===== src/ffrd_pkg.sv =====
`timescale 1ns / 1ps
// ----------------------------------------------------------------------------
// ffrd_pkg
// Shared types and constants of the flag-framed receiver and decoder.
// ----------------------------------------------------------------------------
package ffrd_pkg;

  // bearing and heading width
  localparam int BEAR_W = 15;
  // scaled bearing difference fed to the divider (15 x 15 bit product)
  localparam int NUM_W  = 2 * BEAR_W;
  // divider step counter width
  localparam int DCNT_W = $clog2(NUM_W + 1);

  // apb register window
  localparam int ADDR_W = 5;
  localparam int DATA_W = 32;

  // one full turn in 1/64 degree units
  localparam logic [BEAR_W-1:0] FULL_TURN = 15'd23040;
  // largest drop from the previous raw bearing that is still believed
  localparam logic [BEAR_W:0]   GLITCH_DROP = 16'd15;
  // expected payload sizes
  localparam logic [7:0] SONAR_SIZE   = 8'd5;
  localparam logic [7:0] COMPASS_SIZE = 8'd2;

  // register indexes
  localparam logic [2:0] REG_OPEN_BYTE   = 3'd0;
  localparam logic [2:0] REG_CLOSE_BYTE  = 3'd1;
  localparam logic [2:0] REG_SONAR_OP    = 3'd2;
  localparam logic [2:0] REG_COMPASS_OP  = 3'd3;
  localparam logic [2:0] REG_COMPASS_LO  = 3'd4;
  localparam logic [2:0] REG_COMPASS_HI  = 3'd5;
  localparam logic [2:0] REG_MAP_EN      = 3'd6;

  // result event codes
  typedef enum logic [3:0] {
    EV_ACK          = 4'd0,
    EV_SONAR        = 4'd1,
    EV_COMPASS      = 4'd2,
    EV_STRAY        = 4'd3,
    EV_EARLY_START  = 4'd4,
    EV_OVERFLOW     = 4'd5,
    EV_BAD_LENGTH   = 4'd6,
    EV_BAD_SONAR    = 4'd7,
    EV_BAD_COMPASS  = 4'd8,
    EV_UNKNOWN_OP   = 4'd9
  } evt_t;

endpackage


===== src/ffrd_div.sv =====
`timescale 1ns / 1ps
// ----------------------------------------------------------------------------
// ffrd_div
// Restoring divider, one quotient bit per cycle, for the heading scale.
// ----------------------------------------------------------------------------
module ffrd_div (
  input  logic                         clk,
  input  logic                         rst_n,
  input  logic                         start,
  input  logic [ffrd_pkg::NUM_W-1:0]   num,
  input  logic [ffrd_pkg::BEAR_W-1:0]  den,
  output logic                         done,
  output logic [ffrd_pkg::BEAR_W-1:0]  quo
);
  import ffrd_pkg::*;

  logic [NUM_W-1:0]  num_r;
  logic [BEAR_W-1:0] den_r;
  logic [BEAR_W-1:0] rem_r;
  logic [DCNT_W-1:0] cnt_r;
  logic              busy_r;
  logic              done_r;

  logic [BEAR_W:0]   rem_sh;
  logic [BEAR_W:0]   rem_sub;
  logic              q_bit;

  // trial subtract of the shifted remainder
  always_comb begin
    rem_sh  = {rem_r, num_r[NUM_W-1]};
    q_bit   = (rem_sh >= {1'b0, den_r});
    rem_sub = rem_sh - {1'b0, den_r};
  end

  // step sequencer, quotient bits shift into the numerator register
  always_ff @(posedge clk) begin
    if (!rst_n) begin
      busy_r <= 1'b0;
      done_r <= 1'b0;
      cnt_r  <= '0;
    end else begin
      done_r <= 1'b0;
      if (start) begin
        busy_r <= 1'b1;
        cnt_r  <= DCNT_W'(NUM_W);
        num_r  <= num;
        den_r  <= den;
        rem_r  <= '0;
      end else if (busy_r) begin
        rem_r <= q_bit ? rem_sub[BEAR_W-1:0] : rem_sh[BEAR_W-1:0];
        num_r <= {num_r[NUM_W-2:0], q_bit};
        cnt_r <= cnt_r - DCNT_W'(1);
        if (cnt_r == DCNT_W'(1)) begin
          busy_r <= 1'b0;
          done_r <= 1'b1;
        end
      end
    end
  end

  // quotient never exceeds a full turn
  assign done = done_r;
  assign quo  = num_r[BEAR_W-1:0];

endmodule


===== src/flag_frame_receiver_decoder.sv =====
`timescale 1ns / 1ps
// ----------------------------------------------------------------------------
// flag_frame_receiver_decoder
// Flag-framed serial byte receiver: buffers a frame in a byte memory and
// decodes acknowledge, sonar and compass frames and framing faults.
// ----------------------------------------------------------------------------
//  channel  | direction | handshake              | payload
//  in_      | input     | in_valid / in_stall    | in_rx_byte
//  out_     | output    | out_valid / out_stall  | event, sonar bytes, compass
//  apb      | input     | psel/penable/pready    | paddr, pwdata, prdata
//
//  A data byte, start flag or stray byte is handled as it is accepted, in the idle state.
//  A stop flag that closes a non-empty frame has its header and payload read
//  back from the frame memory (one read port) and checked; a mapped compass
//  frame with a nonempty range then passes through clamp, multiply, divider
//  start and the bit-serial divider, an empty or inverted one only the clamp.
//  No new byte is taken while a frame is decoded or a result waits behind a
//  stalled output; reset needs no clearing pass.
// ----------------------------------------------------------------------------
module flag_frame_receiver_decoder #(
  parameter int FRAME_BYTES = 64
) (
  input  logic                          clk,
  input  logic                          rst_n,
  // input bytes
  input  logic                          in_valid,
  output logic                          in_stall,
  input  logic [7:0]                    in_rx_byte,
  // results
  output logic                          out_valid,
  input  logic                          out_stall,
  output logic [3:0]                    out_event_res,
  output logic [7:0]                    out_sonar_angle,
  output logic [7:0]                    out_sonar_dist_a,
  output logic [7:0]                    out_sonar_dist_b,
  output logic [7:0]                    out_sonar_dist_c,
  output logic [7:0]                    out_sonar_dist_d,
  output logic [ffrd_pkg::BEAR_W-1:0]   out_compass_bearing,
  output logic [ffrd_pkg::BEAR_W-1:0]   out_compass_degrees,
  // configuration
  input  logic                          psel,
  input  logic                          penable,
  input  logic                          pwrite,
  input  logic [ffrd_pkg::ADDR_W-1:0]   paddr,
  input  logic [ffrd_pkg::DATA_W-1:0]   pwdata,
  output logic [ffrd_pkg::DATA_W-1:0]   prdata,
  output logic                          pready
);
  import ffrd_pkg::*;

  localparam int AW = $clog2(FRAME_BYTES);
  localparam int LW = $clog2(FRAME_BYTES + 1);
  localparam int HDR_BYTES = 7;

  typedef enum logic [2:0] {
    S_IDLE,
    S_READ,
    S_CHECK,
    S_MAP,
    S_MUL,
    S_DIVGO,
    S_DIV
  } state_t;

  // configuration registers
  logic [7:0]        open_byte_r;
  logic [7:0]        close_byte_r;
  logic [7:0]        sonar_op_r;
  logic [7:0]        compass_op_r;
  logic [BEAR_W-1:0] compass_lo_r;
  logic [BEAR_W-1:0] compass_hi_r;
  logic              map_en_r;

  // framing state
  state_t            state_r;
  logic              in_frame_r;
  logic [LW-1:0]     len_r;
  logic [LW-1:0]     cap_len_r;
  logic [BEAR_W-1:0] prev_r;
  logic [2:0]        rd_cnt_r;
  logic [7:0]        hdr_r [HDR_BYTES];
  logic [BEAR_W-1:0] val_r;
  logic [BEAR_W-1:0] diff_r;
  logic [BEAR_W-1:0] den_r;
  logic [NUM_W-1:0]  prod_r;

  // frame memory
  logic [7:0]        mem [FRAME_BYTES];
  logic [7:0]        rd_data_r;
  logic              mem_we;
  logic [AW-1:0]     mem_wa;
  logic [AW-1:0]     mem_ra;

  // output register
  logic              out_valid_r;
  evt_t              out_ev_r;
  logic [7:0]        out_angle_r;
  logic [7:0]        out_da_r;
  logic [7:0]        out_db_r;
  logic [7:0]        out_dc_r;
  logic [7:0]        out_dd_r;
  logic [BEAR_W-1:0] out_bear_r;
  logic [BEAR_W-1:0] out_deg_r;

  // result built this cycle
  logic              res_fire;
  evt_t              res_ev;
  logic [7:0]        res_angle;
  logic [7:0]        res_da;
  logic [7:0]        res_db;
  logic [7:0]        res_dc;
  logic [7:0]        res_dd;
  logic [BEAR_W-1:0] res_bear;
  logic [BEAR_W-1:0] res_deg;

  logic              in_acc;
  logic              out_take;
  logic              cfg_wr;
  logic [2:0]        cfg_idx;

  // compass working values
  logic [BEAR_W:0]   raw_sum;
  logic [BEAR_W-1:0] raw;
  logic [BEAR_W-1:0] filt;
  logic [BEAR_W-1:0] clamp_lo;
  logic [BEAR_W-1:0] clamp;
  logic [8:0]        len_want;

  logic              div_start;
  logic              div_done;
  logic [BEAR_W-1:0] div_quo;

  // handshakes
  assign out_take = out_valid_r & ~out_stall;
  assign in_stall = ~((state_r == S_IDLE) & (~out_valid_r | ~out_stall));
  assign in_acc   = in_valid & ~in_stall;

  // apb register file
  assign pready  = 1'b1;
  assign cfg_idx = paddr[4:2];
  assign cfg_wr  = psel & penable & pwrite;

  always_ff @(posedge clk) begin
    if (!rst_n) begin
      open_byte_r  <= 8'd254;
      close_byte_r <= 8'd255;
      sonar_op_r   <= 8'd1;
      compass_op_r <= 8'd2;
      compass_lo_r <= 15'd0;
      compass_hi_r <= 15'd3600;
      map_en_r     <= 1'b1;
    end else if (cfg_wr) begin
      case (cfg_idx)
        REG_OPEN_BYTE:  open_byte_r  <= pwdata[7:0];
        REG_CLOSE_BYTE: close_byte_r <= pwdata[7:0];
        REG_SONAR_OP:   sonar_op_r   <= pwdata[7:0];
        REG_COMPASS_OP: compass_op_r <= pwdata[7:0];
        REG_COMPASS_LO: compass_lo_r <= pwdata[BEAR_W-1:0];
        REG_COMPASS_HI: compass_hi_r <= pwdata[BEAR_W-1:0];
        REG_MAP_EN:     map_en_r     <= pwdata[0];
        default: ;
      endcase
    end
  end

  always_comb begin
    case (cfg_idx)
      REG_OPEN_BYTE:  prdata = DATA_W'(open_byte_r);
      REG_CLOSE_BYTE: prdata = DATA_W'(close_byte_r);
      REG_SONAR_OP:   prdata = DATA_W'(sonar_op_r);
      REG_COMPASS_OP: prdata = DATA_W'(compass_op_r);
      REG_COMPASS_LO: prdata = DATA_W'(compass_lo_r);
      REG_COMPASS_HI: prdata = DATA_W'(compass_hi_r);
      REG_MAP_EN:     prdata = DATA_W'(map_en_r);
      default:        prdata = '0;
    endcase
  end

  // frame memory write on a data byte that fits
  always_comb begin
    mem_we = in_acc & in_frame_r & (in_rx_byte != open_byte_r)
           & (in_rx_byte != close_byte_r) & (len_r < LW'(FRAME_BYTES));
    mem_wa = len_r[AW-1:0];
    mem_ra = (rd_cnt_r < 3'(HDR_BYTES)) ? AW'(rd_cnt_r) : '0;
  end

  always_ff @(posedge clk) begin
    if (mem_we) begin
      mem[mem_wa] <= in_rx_byte;
    end
    rd_data_r <= mem[mem_ra];
  end

  // compass raw value, glitch filter and clamp
  always_comb begin
    raw_sum  = {1'b0, hdr_r[3], 7'b0} + {8'b0, hdr_r[2]};
    raw      = raw_sum[BEAR_W] ? {BEAR_W{1'b1}} : raw_sum[BEAR_W-1:0];
    filt     = ({1'b0, prev_r} > ({1'b0, raw} + GLITCH_DROP)) ? prev_r : raw;
    clamp_lo = (val_r < compass_lo_r) ? compass_lo_r : val_r;
    clamp    = (clamp_lo > compass_hi_r) ? compass_hi_r : clamp_lo;
    len_want = {1'b0, hdr_r[0]} + 9'd2;
  end

  // result selection
  always_comb begin
    res_fire  = 1'b0;
    res_ev    = EV_ACK;
    res_angle = '0;
    res_da    = '0;
    res_db    = '0;
    res_dc    = '0;
    res_dd    = '0;
    res_bear  = '0;
    res_deg   = '0;
    case (state_r)
      S_IDLE: begin
        if (in_acc) begin
          if (!in_frame_r) begin
            if (in_rx_byte != open_byte_r) begin
              res_fire = 1'b1;
              res_ev   = EV_STRAY;
            end
          end else if (in_rx_byte == open_byte_r) begin
            res_fire = 1'b1;
            res_ev   = EV_EARLY_START;
          end else if (in_rx_byte == close_byte_r) begin
            if (len_r == '0) begin
              res_fire = 1'b1;
              res_ev   = EV_ACK;
            end
          end else if (len_r >= LW'(FRAME_BYTES)) begin
            res_fire = 1'b1;
            res_ev   = EV_OVERFLOW;
          end
        end
      end
      S_CHECK: begin
        if (len_want != 9'(cap_len_r)) begin
          res_fire = 1'b1;
          res_ev   = EV_BAD_LENGTH;
        end else if (hdr_r[1] == sonar_op_r) begin
          res_fire = 1'b1;
          if (hdr_r[0] != SONAR_SIZE) begin
            res_ev = EV_BAD_SONAR;
          end else begin
            res_ev    = EV_SONAR;
            res_angle = hdr_r[6];
            res_da    = hdr_r[2];
            res_db    = hdr_r[3];
            res_dc    = hdr_r[4];
            res_dd    = hdr_r[5];
          end
        end else if (hdr_r[1] == compass_op_r) begin
          if (hdr_r[0] != COMPASS_SIZE) begin
            res_fire = 1'b1;
            res_ev   = EV_BAD_COMPASS;
          end else if (!map_en_r) begin
            res_fire = 1'b1;
            res_ev   = EV_COMPASS;
            res_bear = filt;
          end
        end else begin
          res_fire = 1'b1;
          res_ev   = EV_UNKNOWN_OP;
        end
      end
      S_MAP: begin
        if (compass_hi_r == compass_lo_r) begin
          res_fire = 1'b1;
          res_ev   = EV_COMPASS;
          res_bear = clamp;
        end else if (compass_hi_r < compass_lo_r) begin
          res_fire = 1'b1;
          res_ev   = EV_COMPASS;
          res_bear = compass_hi_r;
          res_deg  = FULL_TURN;
        end
      end
      S_DIV: begin
        if (div_done) begin
          res_fire = 1'b1;
          res_ev   = EV_COMPASS;
          res_bear = val_r;
          res_deg  = div_quo;
        end
      end
      default: ;
    endcase
  end

  // heading scale divider
  assign div_start = (state_r == S_DIVGO);

  ffrd_div u_div (
    .clk   (clk),
    .rst_n (rst_n),
    .start (div_start),
    .num   (prod_r),
    .den   (den_r),
    .done  (div_done),
    .quo   (div_quo)
  );

  // frame sequencer and output register
  always_ff @(posedge clk) begin
    if (!rst_n) begin
      state_r     <= S_IDLE;
      in_frame_r  <= 1'b0;
      len_r       <= '0;
      prev_r      <= '0;
      rd_cnt_r    <= '0;
      out_valid_r <= 1'b0;
    end else begin
      if (out_take) begin
        out_valid_r <= 1'b0;
      end
      if (res_fire) begin
        out_valid_r <= 1'b1;
        out_ev_r    <= res_ev;
        out_angle_r <= res_angle;
        out_da_r    <= res_da;
        out_db_r    <= res_db;
        out_dc_r    <= res_dc;
        out_dd_r    <= res_dd;
        out_bear_r  <= res_bear;
        out_deg_r   <= res_deg;
      end
      case (state_r)
        S_IDLE: begin
          if (in_acc) begin
            if (!in_frame_r) begin
              if (in_rx_byte == open_byte_r) begin
                in_frame_r <= 1'b1;
                len_r      <= '0;
              end
            end else if (in_rx_byte == open_byte_r) begin
              len_r <= '0;
            end else if (in_rx_byte == close_byte_r) begin
              in_frame_r <= 1'b0;
              len_r      <= '0;
              cap_len_r  <= len_r;
              if (len_r != '0) begin
                rd_cnt_r <= '0;
                state_r  <= S_READ;
              end
            end else if (len_r >= LW'(FRAME_BYTES)) begin
              in_frame_r <= 1'b0;
              len_r      <= '0;
            end else begin
              len_r <= len_r + LW'(1);
            end
          end
        end
        S_READ: begin
          // address k is issued while byte k-1 returns
          if (rd_cnt_r != '0) begin
            hdr_r[rd_cnt_r - 3'd1] <= rd_data_r;
          end
          rd_cnt_r <= rd_cnt_r + 3'd1;
          if (rd_cnt_r == 3'(HDR_BYTES)) begin
            state_r <= S_CHECK;
          end
        end
        S_CHECK: begin
          if (res_fire) begin
            state_r <= S_IDLE;
          end
          if ((len_want == 9'(cap_len_r)) && (hdr_r[1] != sonar_op_r)
              && (hdr_r[1] == compass_op_r) && (hdr_r[0] == COMPASS_SIZE)) begin
            prev_r <= raw;
            val_r  <= filt;
            if (map_en_r) begin
              state_r <= S_MAP;
            end
          end
        end
        S_MAP: begin
          val_r  <= clamp;
          diff_r <= clamp - compass_lo_r;
          den_r  <= compass_hi_r - compass_lo_r;
          state_r <= res_fire ? S_IDLE : S_MUL;
        end
        S_MUL: begin
          prod_r  <= NUM_W'(diff_r) * NUM_W'(FULL_TURN);
          state_r <= S_DIVGO;
        end
        S_DIVGO: begin
          state_r <= S_DIV;
        end
        S_DIV: begin
          if (div_done) begin
            state_r <= S_IDLE;
          end
        end
        default: state_r <= S_IDLE;
      endcase
    end
  end

  assign out_valid           = out_valid_r;
  assign out_event_res       = out_ev_r;
  assign out_sonar_angle     = out_angle_r;
  assign out_sonar_dist_a    = out_da_r;
  assign out_sonar_dist_b    = out_db_r;
  assign out_sonar_dist_c    = out_dc_r;
  assign out_sonar_dist_d    = out_dd_r;
  assign out_compass_bearing = out_bear_r;
  assign out_compass_degrees = out_deg_r;

endmodule

===== config.mk =====
export PLATFORM = sky130hd
export DESIGN_NAME = flag_frame_receiver_decoder
export DESIGN_NICKNAME = d
export VERILOG_FILES = /design/src/ffrd_pkg.sv /design/src/ffrd_div.sv /design/src/flag_frame_receiver_decoder.sv
export SDC_FILE = /design/constraint.sdc
export NUM_CORES = 1
export LEC_CHECK = 0
export BUFFER_PORTS_ARGS = -buffer_cell sky130_fd_sc_hd__clkbuf_2
export CORE_MARGIN = 2
export CORE_UTILIZATION = 66
export DETAILED_ROUTE_END_ITERATION = 8
export MAX_ROUTING_LAYER = met4
export PLACE_DENSITY = 0.92
export SLEW_MARGIN = 40
export SYNTH_ARGS = -nofsm -noshare
export SYNTH_HDL_FRONTEND = slang
export SYNTH_SLANG_ARGS = --single-unit
export TNS_END_PERCENT = 30

===== constraint.sdc =====
create_clock -name clk -period 13.41 [get_ports clk]
set_input_delay 1.341 -clock clk [delete_from_list [all_inputs] [get_ports clk]]
set_output_delay 1.341 -clock clk [all_outputs]
set_load 0.01 [all_outputs]

; ---- Word-level counts from Yosys, hierarchy flattened
; Memory sizes are Yosys's and may differ from the RTL's. A register that Yosys moved wholly into a read port is not among the register bits.
; Cells that the tools add are included.
[totals]
register_bits = 283
latch_bits = 0
mem_count = 2
ram_bits = 568
input_bits = 52
rom_bits = 0
out_inout_bits = 109
[op_classes]
div_mod_pow = 0
shift = 0
mux = 99
magnitude_cmp = 8
reduce_logical = 35
n_bitwise = 18
eq_ne = 35
multipliers = 1
n_addsub = 10
[memory_table]
columns = name, words, word_bits, rd, rd_ports_with_merged_regs, write_ports, line
row1 = mem, 64, 8, 1, 1, 1, flag_frame_receiver_decoder.sv:88  ; logic [7:0] mem [FRAME_BYTES];
row2 = hdr_r, 7, 8, 7, 3, 1, flag_frame_receiver_decoder.sv:81  ; logic [7:0] hdr_r [HDR_BYTES];
[ops]
columns = operator, n
row1 = 15-bit two-way mux, 18
row2 = 15-bit case mux with 7 select lines, 1
row3 = 3-bit two-way mux, 21
row4 = 30-bit two-way mux, 2
row5 = 15-bit case mux with 2 select lines, 2
row6 = 15-bit case mux with 3 select lines, 1
row7 = 15-bit subtractor, 3
row8 = 7-bit two-way mux, 5
row9 = 8-bit == test, 4
row10 = 1-bit two-way mux, 32
row11 = 15-bit < comparator, 2
row12 = 2-bit AND reduction, 14
row13 = 4-bit two-way mux, 6
row14 = 8-bit inequality test, 3
row15 = "3-bit == test, second input constant", 7
row16 = "15-bit by 6-bit multiplier with 21-bit output, second input constant", 1
row17 = 3-bit case mux with 7 select lines, 1
row18 = "15-bit by 4-bit adder with 16-bit output, second input constant", 1
row19 = 15-bit by 8-bit adder with 16-bit output, 1
row20 = 16-bit by 15-bit greater-or-equal comparator with 1-bit output, 1
row21 = 15-bit by 16-bit greater-than comparator with 1-bit output, 1
row22 = 4-bit case mux with 4 select lines, 1
row23 = 15-bit == test, 1
row24 = 15-bit greater-than comparator, 1
row25 = other kinds (37), 76

; ---- Logic depth before layout (Yosys ltp)
; Gate-level depths: netlist (run 1).
; An unclocked memory read counts as a cell.
[depth]
ltp_word = 12
depth_mapped = 27
depth_no_buf = 25

; ---- Cells and area by module
; Synthesis (run 1) repeated with hierarchy kept, for this count alone.
[hier_totals]
hier_cells = 2047
area_unflattened_um2 = 23227.3
[by_module_without_submodules]
columns = module, area_each_um2, cells_each, seq_area_each_um2, n_inst
row1 = flag_frame_receiver_decoder, 19511.2, 1730, 9799.4, 1
row2 = ffrd_div, 3716.1, 317, 1941.9, 1

; ---- Least setup slack after synthesis (run 1)
; OpenSTA, ideal clock, no wires.
[synth_path]
path_kind = in2reg
from = input port in_rx_byte[6]
to = register out_bear_r[0] (netlist: out_compass_bearing[0]), enable pin
required_time_ns = 12.904
arrival_time_ns = 5.302
path_stages = 6
path_slack_ns = 7.602
path_cell_list = xor2_1 -> nor4_1 -> nand3_1 -> a21oi_1 -> nor3b_1 -> nor2_1
[synth_via]
elab_chain_cells = 7
[synth_rtl]
columns = item, line
row1 = start: declaration, flag_frame_receiver_decoder.sv:28  ; input logic [7:0] in_rx_byte,
row2 = 8-bit == test, flag_frame_receiver_decoder.sv:226  ; end else if (in_rx_byte == close_byte_r) begin
row3 = 1-bit two-way mux, flag_frame_receiver_decoder.sv:226
row4 = 1-bit two-way mux, flag_frame_receiver_decoder.sv:223  ; end else if (in_rx_byte == open_byte_r) begin
row5 = 1-bit two-way mux (*), flag_frame_receiver_decoder.sv:218  ; if (!in_frame_r) begin
row6 = 1-bit two-way mux (*), flag_frame_receiver_decoder.sv:217  ; if (in_acc) begin
row7 = 1-bit case mux with 4 select lines (*), flag_frame_receiver_decoder.sv:215  ; case (state_r)
row8 = 2-bit AND reduction (no source line) (*), -
row9 = end signal: assignment, flag_frame_receiver_decoder.sv:325  ; out_bear_r <= res_bear;
row10 = end: declaration, flag_frame_receiver_decoder.sv:102  ; logic [BEAR_W-1:0] out_bear_r;
; Mark *: on every way between the ends. The rest lies on a longest branch, timed or not.
; A chain may end at the register's enable or synchronous reset.

; ---- Worst setup path after layout (run 1)
[layout_path]
from = register compass_lo_r[8]
to = register diff_r[14] (data pin)
[layout_via]
elab_chain_cells = 5
[layout_rtl]
columns = item, line
row1 = start: declaration, flag_frame_receiver_decoder.sv:70  ; logic [BEAR_W-1:0] compass_lo_r;
row2 = start signal: assignment, flag_frame_receiver_decoder.sv:158  ; REG_COMPASS_LO: compass_lo_r <= pwdata[BEAR_W-1:0];
row3 = 15-bit < comparator, flag_frame_receiver_decoder.sv:199  ; clamp_lo = (val_r < compass_lo_r) ? compass_lo_r : val_r;
row4 = 15-bit two-way mux, flag_frame_receiver_decoder.sv:199
row5 = 15-bit greater-than comparator, flag_frame_receiver_decoder.sv:200  ; clamp = (clamp_lo > compass_hi_r) ? compass_hi_r : clamp_lo;
row6 = 15-bit two-way mux, flag_frame_receiver_decoder.sv:200
row7 = 15-bit subtractor (*), flag_frame_receiver_decoder.sv:379  ; diff_r <= clamp - compass_lo_r;
row8 = end signal: assignment, flag_frame_receiver_decoder.sv:379
row9 = end: declaration, flag_frame_receiver_decoder.sv:83  ; logic [BEAR_W-1:0] diff_r;
; Marks and branches as above.

==> flow_results.org, run 1 <==
** Run status
- Status :: finished clean

** Clocking
- The H-tree generated during clock tree synthesis spans 2 levels.
- Total of cells resized after clock tree synthesis :: 0
- Clock latency reported for the late side of the worst-skew pair :: 0.56 ns
- CTS placed an instance of clkbuf_16 at the clock tree root.
- Clock transition at the registers of the reported paths :: 0.06 ns
- The number of setup buffers added after CTS is 0.
- Buffers inserted during clock tree synthesis total 42.
- TritonCTS clock tree :: built
- No sink is reached through more buffers than the 3 on the longest clock path.
- Number of sinks driven by the clock tree :: 427
- Count of hold-fix buffers inserted at cts :: 0

** Pwr
- P_leak :: 9.89 nW
- Fraction of power consumed by sequential logic :: 53.2%
- Across the VDD grid, the largest voltage drop is 0.150 mV.
- The design draws 2.68 mW.
- Share of power burned in combinational logic :: 3.4%
- Switching Power :: 0.571 mW
- Internal power comes to 2.11 mW.
- Net switching is 21.4% of the power.
- Dividing total power by cell area gives a power density of 106 mW/mm².
- The clock network is responsible for 43.4% of the overall power.

** Finish
- For this run, the share of the core covered by cells in the final layout is 73.6%.
- Ratio of cells with drive above 1 in the final layout :: 13.9%
- Area added between synthesis and finish :: 10.6%
- The final layout contains 2386 nets.
- Number of filler cells placed in the layout :: 2188
- Ant diodes :: 0
- Summed area of non-filler cells in the final layout :: 0.0252 mm²
- Once layout is complete, the cells apart from fillers number 2654.

** GRT
- The first global-routing pass estimated 87500 µm of wire.
- The via count of the first global-routing pass came to 16286.
- Pin count of the biggest net entering global routing :: 75
- In the global route stage, overall resource usage came out at 31.9%.
- Summed over all layers, the global routing overflow is 0.
- The number of antenna violations at the first check in global routing came to 0.

** Drt
- DRC violation total after the first TritonRoute iteration :: 1507
- Average wire per cell in the routed design :: 20.9 µm
- The count of nets left with antenna violations once routing finished came out at 0.
- Summed over all layers, the routed wires come to 55500 µm.
- For this run, the detailed router's first-pass iteration total came to 6.
- Total DRC errors in the routed layout :: 0
- Vias/cell :: 6.31
- The final route contains 16757 vias.

** Synthesis
- After synthesis, the cell types taking the most area are edfxtp_1 42%, dfxtp_1 9.5%, ha_1 7.6%, nand2_1 3.9%, mux2i_1 2.9%.
- After synthesis, flip-flops and latches occupy 51.4% of the total area.
- The synthesized netlist occupies a cell area of 0.0228 mm².
- In this run, synthesis produced a sequential element count of 427.
- Top flip-flop cell by instance count after synthesis :: edfxtp_1
- Dividing the synthesized area by the synthesized cell count gives 11.1 µm².
- In this run, synthesis inferred 319 flip-flops with an integrated enable.
- Count of different cell masters after synthesis :: 85
- Synthesis handed over a netlist of 2050 instances.
- Async S/R FF share, synth :: 0%
- During synthesis, Yosys emitted a total of 0 warnings.
- Yosys top cell by area :: edfxtp_1
- Yosys top cell area share :: 42.0%

** Setup path
- By instance count, the cell type seen most on the critical path is a21oi_1.
- Startpoint type of the worst setup path :: flip-flop
- The kind of cell with the highest combined delay along the critical path is compound AO/OA/AOI/OAI gates.
- Critical path required time :: 13.72 ns
- Library cell contributing the largest single delay on the critical path :: a41oi_4
- Start of the worst register-to-register path :: compass_lo_r[8]
- Kind of end point of the critical path :: flip-flop
- CP arrival :: 7.12 ns
- Largest stage delay, worst path :: 0.68 ns
- Worst reg-to-reg setup slack :: 6.59 ns
- Worst setup path class :: flip-flop to flip-flop
- Number of cells on the critical path :: 26
- Of all nets on the critical path, the largest fanout is 22.
- Counting both buffers and inverters, the worst setup path holds a total of 3.
- In this run the critical register-to-register path is captured at diff_r[14].
- The worst register-to-register path has a depth of 26.

** Placed design
- Number of cells after detailed placement :: 2579
- Post-Place Setup Slack :: 6.68 ns
- Once placement finished, the instance area stood at 0.0239 mm².
- HPWL Detailed :: 39600 µm
- Buffers placed on the I/O ports in this run total 123.
- Routability-driven placement finished with a final weighted congestion of 0.945.

** Floorplan
- Chip height :: 190 µm
- From left edge to right edge, the die measures 190 µm.
- The floorplan has 68 rows.
- Number of placed I/O pins :: 161
- For this configuration, the core starts out at a cell density of 66.6%.
- The core region is 0.0343 mm².
- Floorplan die area :: 0.0361 mm²

** STA
- Actual transition at the worst max-transition pin :: 0.808 ns
- Share of the cycle needed by the critical path after routing :: 50.8%
- Final sum of negative setup slack :: 0 ns
- Final hold analysis gives a worst-case slack of 0.420 ns.
- Final setup violation count :: 0
- Final Hold Viols :: 0
- Count of pins over their slew limit :: 0
- Static timing analysis puts the maximum clock frequency at 0.147 GHz.
- Setup repair after global routing left no endpoint under its margin.
- Headroom to the max-slew limit came out at 46.1%.
- Once routing completed, OpenROAD measured the worst setup slack at 6.59 ns.
- Clock Skews :: 0.0333 ns
- After layout, the minimum clock period comes to 6.82 ns.

** Min path
- The path with the worst hold slack has its endpoint at u_div.den_r[8].
- Classification of the worst-slack hold path :: flip-flop to flip-flop
- In this run the most critical hold path is launched from den_r[8].
- The worst hold path was traced through 0 stages.

** Run
- Count of maximum capacitance violations :: 0
[per-layer routing]
layer  GRT usage [%]  wire length (µm)  vias to the layer above
met5               -                 0                        -
met4            12.3              2140                        0
met3            4.33              4670                      168
met2            51.2             26500                      891
met1            41.8             22200                     8074
li1                -                 -                     7624
[cell usage after synthesis, types with 9 or more instances]
library cell	n
a21oi_1	107
nor3_1	41
a22o_1	15
dfxtp_1	108
mux2i_1	67
buf_4	21
nand4_1	23
nor2b_1	20
o22ai_1	16
nor2_1	139
o21ai_0	59
nand2_1	237
ha_1	139
edfxtp_1	319
clkbuf_1	50
a221o_1	15
a21o_1	16
inv_1	132
o21a_1	17
mux4_2	9
fa_1	27
nand2b_1	22
and3_1	12
xor2_1	33
mux2_2	42
or3_1	11
xnor2_1	65
a22oi_1	10
nand3_1	45
and2_1	65
[state kept, by name, indices dropped and copies added (netlist names), 15 cells and up]
name	count
u_div.num_r	30
out_compass_bearing	15
compass_hi_r	15
den_r	15
u_div.rem_r	15
mem	56
diff_r	15
u_div.den_r	15
out_compass_degrees	15
prod_r	21
hdr_r	56
prev_r	15
val_r	15
compass_lo_r	15
[cell usage in the layout (no fill, tap or decap), types with 22 or more instances in the layout]
| cell type | instances |
|---|---|
| edfxtp_1 | 319 |
| nand2_1 | 236 |
| ha_1 | 139 |
| inv_1 | 132 |
| nor2_1 | 131 |
| clkbuf_2 | 122 |
| dfxtp_1 | 108 |
| a21oi_1 | 106 |
| mux2i_1 | 67 |
| and2_1 | 65 |
| xnor2_1 | 65 |
| o21ai_0 | 59 |
| nand3_1 | 45 |
| clkbuf_16 | 43 |
| mux2_2 | 42 |
| nor3_1 | 35 |
| xor2_1 | 33 |
| fa_1 | 27 |
| nand4_1 | 23 |
| nand2b_1 | 22 |
[area by class of cell]
cell class	count	area [µm²]	share of cell area (%)
clock buffer	57	1170	4.63
clock inverter	18	181	0.719
inverter	133	499	1.98
multi-input combinational	1424	10300	40.9
sequential	427	11700	46.5
tap	455	569	2.26
timing repair buffer	140	747	2.96
[worst register-to-register path: stages (launching register included)]
cell and delay (ns):
dfxtp_1 0.42, inv_1 0.13, ha_1 0.32, a21oi_1 0.16
o21ai_1 0.09, nor3_1 0.18, a31oi_2 0.17, a41oi_4 0.69
mux2i_1 0.38, ha_1 0.32, a21oi_1 0.17, o21ai_0 0.12
a2111oi_0 0.49, a21oi_1 0.14, buf_4 0.25, mux2_2 0.28
ha_1 0.17, inv_1 0.06, fa_1 0.40, a21oi_1 0.23
a2bb2oi_1 0.25, a21oi_1 0.13, a211o_1 0.31, a21o_1 0.19
a21oi_1 0.24, o21ai_0 0.15, xnor2_1 0.14
[worst max path at each step]
stage / start / end / slack, ns
finish: compass_lo_r[8] / diff_r[14] / 6.59
global route: compass_lo_r[8] / diff_r[14] / 6.15
CTS: compass_lo_r[8] / diff_r[14] / 6.64
detailed placement: compass_lo_r[8] / diff_r[14] / 6.68
global placement: compass_lo_r[8] / diff_r[14] / 6.80
floorplan: in_rx_byte[6] / out_compass_bearing[0] / 7.60
[cell families after synthesis]
logic type,count (synthesis),synth area share [%]
buffers and inverters,215,3.97
and+or+nand+nor,661,13.8
DFF,427,51.4
adders and majority gates,166,9.99
muxes,131,6.65
AOI/OAI and AO/OA,350,10.3
xor gates and xnor gates,98,3.76
other,2,0.0329
[power groups by stage]
stage                     sequential [mW]  clock (mW)  combinational, mW
after CTS                            1.42        1.17             0.0892
final                                1.42        1.16             0.0906
after global placement               1.45           0             0.0852
after floorplan                      1.46           0             0.0522
after detailed placement             1.45           0             0.0880
after global routing                 1.42        1.22             0.0973
Note: power is estimated with default switching activity, not from simulation.
==> run 2: changes to the inputs <==
--- a/config.mk
+++ b/config.mk
@@ -7,10 +7,10 @@
 export LEC_CHECK = 0
 export BUFFER_PORTS_ARGS = -buffer_cell sky130_fd_sc_hd__clkbuf_2
 export CORE_MARGIN = 2
-export CORE_UTILIZATION = 66
+export CORE_UTILIZATION = 55
 export DETAILED_ROUTE_END_ITERATION = 8
 export MAX_ROUTING_LAYER = met4
-export PLACE_DENSITY = 0.92
+export PLACE_DENSITY = 0.83
 export SLEW_MARGIN = 40
 export SYNTH_ARGS = -nofsm -noshare
 export SYNTH_HDL_FRONTEND = slang
==> constraint.sdc (replaced) <==
create_clock -name clk -period 6.1 [get_ports clk]
set_input_delay 0.61 -clock clk [delete_from_list [all_inputs] [get_ports clk]]
set_output_delay 0.61 -clock clk [all_outputs]
set_load 0.01 [all_outputs]
==> run 2 against run 1 <==
Net effect:
- die area increased by 20%
- largest cell class unchanged
- hold slack got worse by 0.17 ns
- global-route usage decreased by 6.3 points
- setup slack got worse by 6.4 ns
- maximum frequency increased by 16%
- sequential share of layout area decreased by 0.80 points
==> flow_results.org, run 2 (same netlist as run 1, synthesis figures left out) <==
** Min path
- Hold Path End :: compass_lo_r[14]
- Startpoint of the tightest hold check path :: pwdata[14]
- The tightest min-delay check is of the primary input to flip-flop type.
- Instance count along the most critical hold path :: 3

** Finish
- Ratio of cells with drive above 1 in the final layout :: 15.3%
- Top flop regs :: hdr_r (56), mem (56), u_div.num_r (30)
- Area taken by flip-flops and latches :: 0.0117 mm²
- Post-layout instance count excluding filler cells :: 2763
- Area taken by multi-input logic gates :: 0.0104 mm²
- Final Net Count :: 2415
- In the layout the commonest cells are 319 x edfxtp_1, 236 x nand2_1, 139 x ha_1, 132 x inv_1, 132 x nor2_1.
- Measured on the finished design, the core utilization comes to 62.8%.
- The filler cells instantiated in the layout total 3111.
- The area growth from synthesis to layout is 12.5%.
- The library cell used most frequently in the layout, excluding fill and tap cells, is edfxtp_1.

** Floorplan
- Row count :: 74
- Pin placement for this block handled 161 I/O pins.
- Floorplan die area :: 0.0431 mm²
- The initial utilization of the core area, before any placement, comes to 55.8%.
- In this run the standard cell core region covers 0.0409 mm².
- Die Width :: 208 µm
- Measured along the y axis, the die boundary spans 208 µm.

** Drt
- Vias/cell :: 5.87
- Number of detailed-routing iterations run before antenna repair :: 6
- Sum of routed wire length over all layers :: 53900 µm
- The detailed router placed 16216 vias in this run.
- In this run the remaining antenna-violating nets after routing total 0.
- After detailed routing, the number of remaining DRC violations is 0.
- In the final routed layout, each cell accounts on average for 19.5 µm.
- DRC violation total after the first TritonRoute iteration :: 1276

** Placed design
- The count of buffers added on input and output ports is 123.
- OpenSTA, run right after detailed placement, puts the worst setup slack at 0.0675 ns.
- HPWL Detailed :: 39900 µm
- Final GP Congestion :: 0.956
- Including well taps, the total number of placed cells is 2683.

** STA
- The hold violation total from the final report came to 0.
- Setup violations remaining at the end of the flow were counted as 0.
- Setup slack on the critical path of the routed design comes to 0.220 ns.
- The worst pin sits at a relative slew slack of 42.6%.
- In the finished design, the share of the clock period the worst path needs comes to 96.4%.
- Summed over all failing endpoints, the final setup total negative slack is 0 ns.
- For the finished layout, the period the worst path requires is 5.88 ns.
- Clock Skews :: 0.0369 ns
- Count of pins over their slew limit :: 0
- Actual transition at the worst max-transition pin :: 0.858 ns
- Highest clock rate :: 0.170 GHz

** Setup path
- CP arrival :: 6.21 ns
- Buffers plus inverters on the worst setup path :: 3
- In this run the register-to-register setup slack is 0.22 ns.
- The slowest stage of the critical path belongs to the cell fa_1.
- Largest stage delay, worst path :: 0.40 ns
- Startpoint type of the worst setup path :: flip-flop
- Worst Path Max Fanout :: 10
- Cell family with the largest share of critical-path delay :: compound AO/OA/AOI/OAI gates
- Worst setup path class :: flip-flop to flip-flop
- Critical path required time :: 6.43 ns
- Critical register-to-register path endpoint :: diff_r[14]
- Kind of end point of the critical path :: flip-flop
- In this run the critical register-to-register path is launched from compass_lo_r[10].
- The worst register-to-register path has a depth of 26.

** Pwr
- P_leak :: 10.1 nW
- In this run the power density over the cells is 234 mW/mm².
- VDD sags by at most 0.308 mV.

** Clocking
- The clock drives 427 sinks.
- Count of hold-fix buffers inserted at cts :: 0
- The tree is rooted in a clkbuf_16.
- The clock tree synthesis step divided the H-tree into 2 levels.
- After clock tree synthesis, the clock-pin slew on the worst setup and hold paths is 0.06 ns.
- Buffer levels on the longest clock path :: 3
- Clock latency reported for the late side of the worst-skew pair :: 0.61 ns
- Cts bufs inserted :: 44
- TritonCTS clock tree :: built

** GRT
- The first global-routing pass estimated 85900 µm of wire.
- Global routing used 25.6% of the available tracks across all layers.
- Gr ovfl total :: 0
- The number of antenna violations at the first check in global routing was 1.
- The via count of the first global-routing pass came to 16050.
- Pin count of the biggest net entering global routing :: 75

** Run status
- Status :: finished clean

** Run
- Across the run, the number of max-cap violations was 0.
[run 2: worst min-delay path, delay by kind of cell]
kind | cells | cell delay [ns]
buffers and inverters | 1 | 0.09
AO/OA/AOI/OAI | 1 | 0.05
AND/OR/NAND/NOR | 1 | 0.05
[run 2: report_power, final]
group	switching, mW	total, mW	leakage [nW]	internal [mW]
clock network	1.16	2.67	0.697	1.51
logic	0.133	0.205	5.57	0.0716
registers	0.0125	3.13	3.80	3.12
[run 2: worst max-delay path by stage]
stage / cells after the start / start / end
2_1_floorplan: 27 / compass_lo_r[8] / diff_r[14]
3_3_place_gp: 26 / compass_lo_r[10] / diff_r[14]
3_5_place_dp: 27 / compass_lo_r[9] / diff_r[14]
4_1_cts: 27 / compass_lo_r[9] / diff_r[14]
5_1_grt: 26 / compass_lo_r[10] / diff_r[14]
6_report: 26 / compass_lo_r[10] / diff_r[14]
[run 2: routing by layer]
metal / routed length (µm) / up-vias / share of wire (%) / global-route usage, %
li1: - / 7658 / - / -
met1: 22600 / 7844 / 42 / 33.0
met2: 26100 / 613 / 49 / 42.2
met3: 3710 / 101 / 6.9 / 3.71
met4: 1450 / 0 / 2.7 / 7.87
met5: 0 / - / 0 / -
[run 2: final cells by class]
| class | count | share of cell area, % |
|---|---|---|
| Multi-Input combinational cell | 1424 | 40.4 |
| Sequential cell | 427 | 45.7 |
| Tap cell | 532 | 2.59 |
| Clock buffer | 55 | 4.57 |
| Timing Repair Buffer | 167 | 3.73 |
| Inverter | 133 | 1.94 |
| Clock inverter | 24 | 1.07 |
| Antenna cell | 1 | 0.00974 |
[run 2: repair_timing]
| action | 4_1_cts | 5_1_grt |
|---|---|---|
| resized for setup | 0 | 13 |
| endpoints found under the setup margin | 0 | 7 |
| setup buffers | 0 | 0 |
[run 2: per-stage QoR]
stage | total power, mW | hold slack, ns | area, µm²
detailed placement | 3.39 | 0.411 | 24200
finish | 6.00 | 0.247 | 25700
CTS | 6.04 | 0.230 | 25600
global route | 6.16 | 0.258 | 25700
global placement | 3.39 | 0.402 | 24100
floorplan | 3.32 | 0.400 | 22900
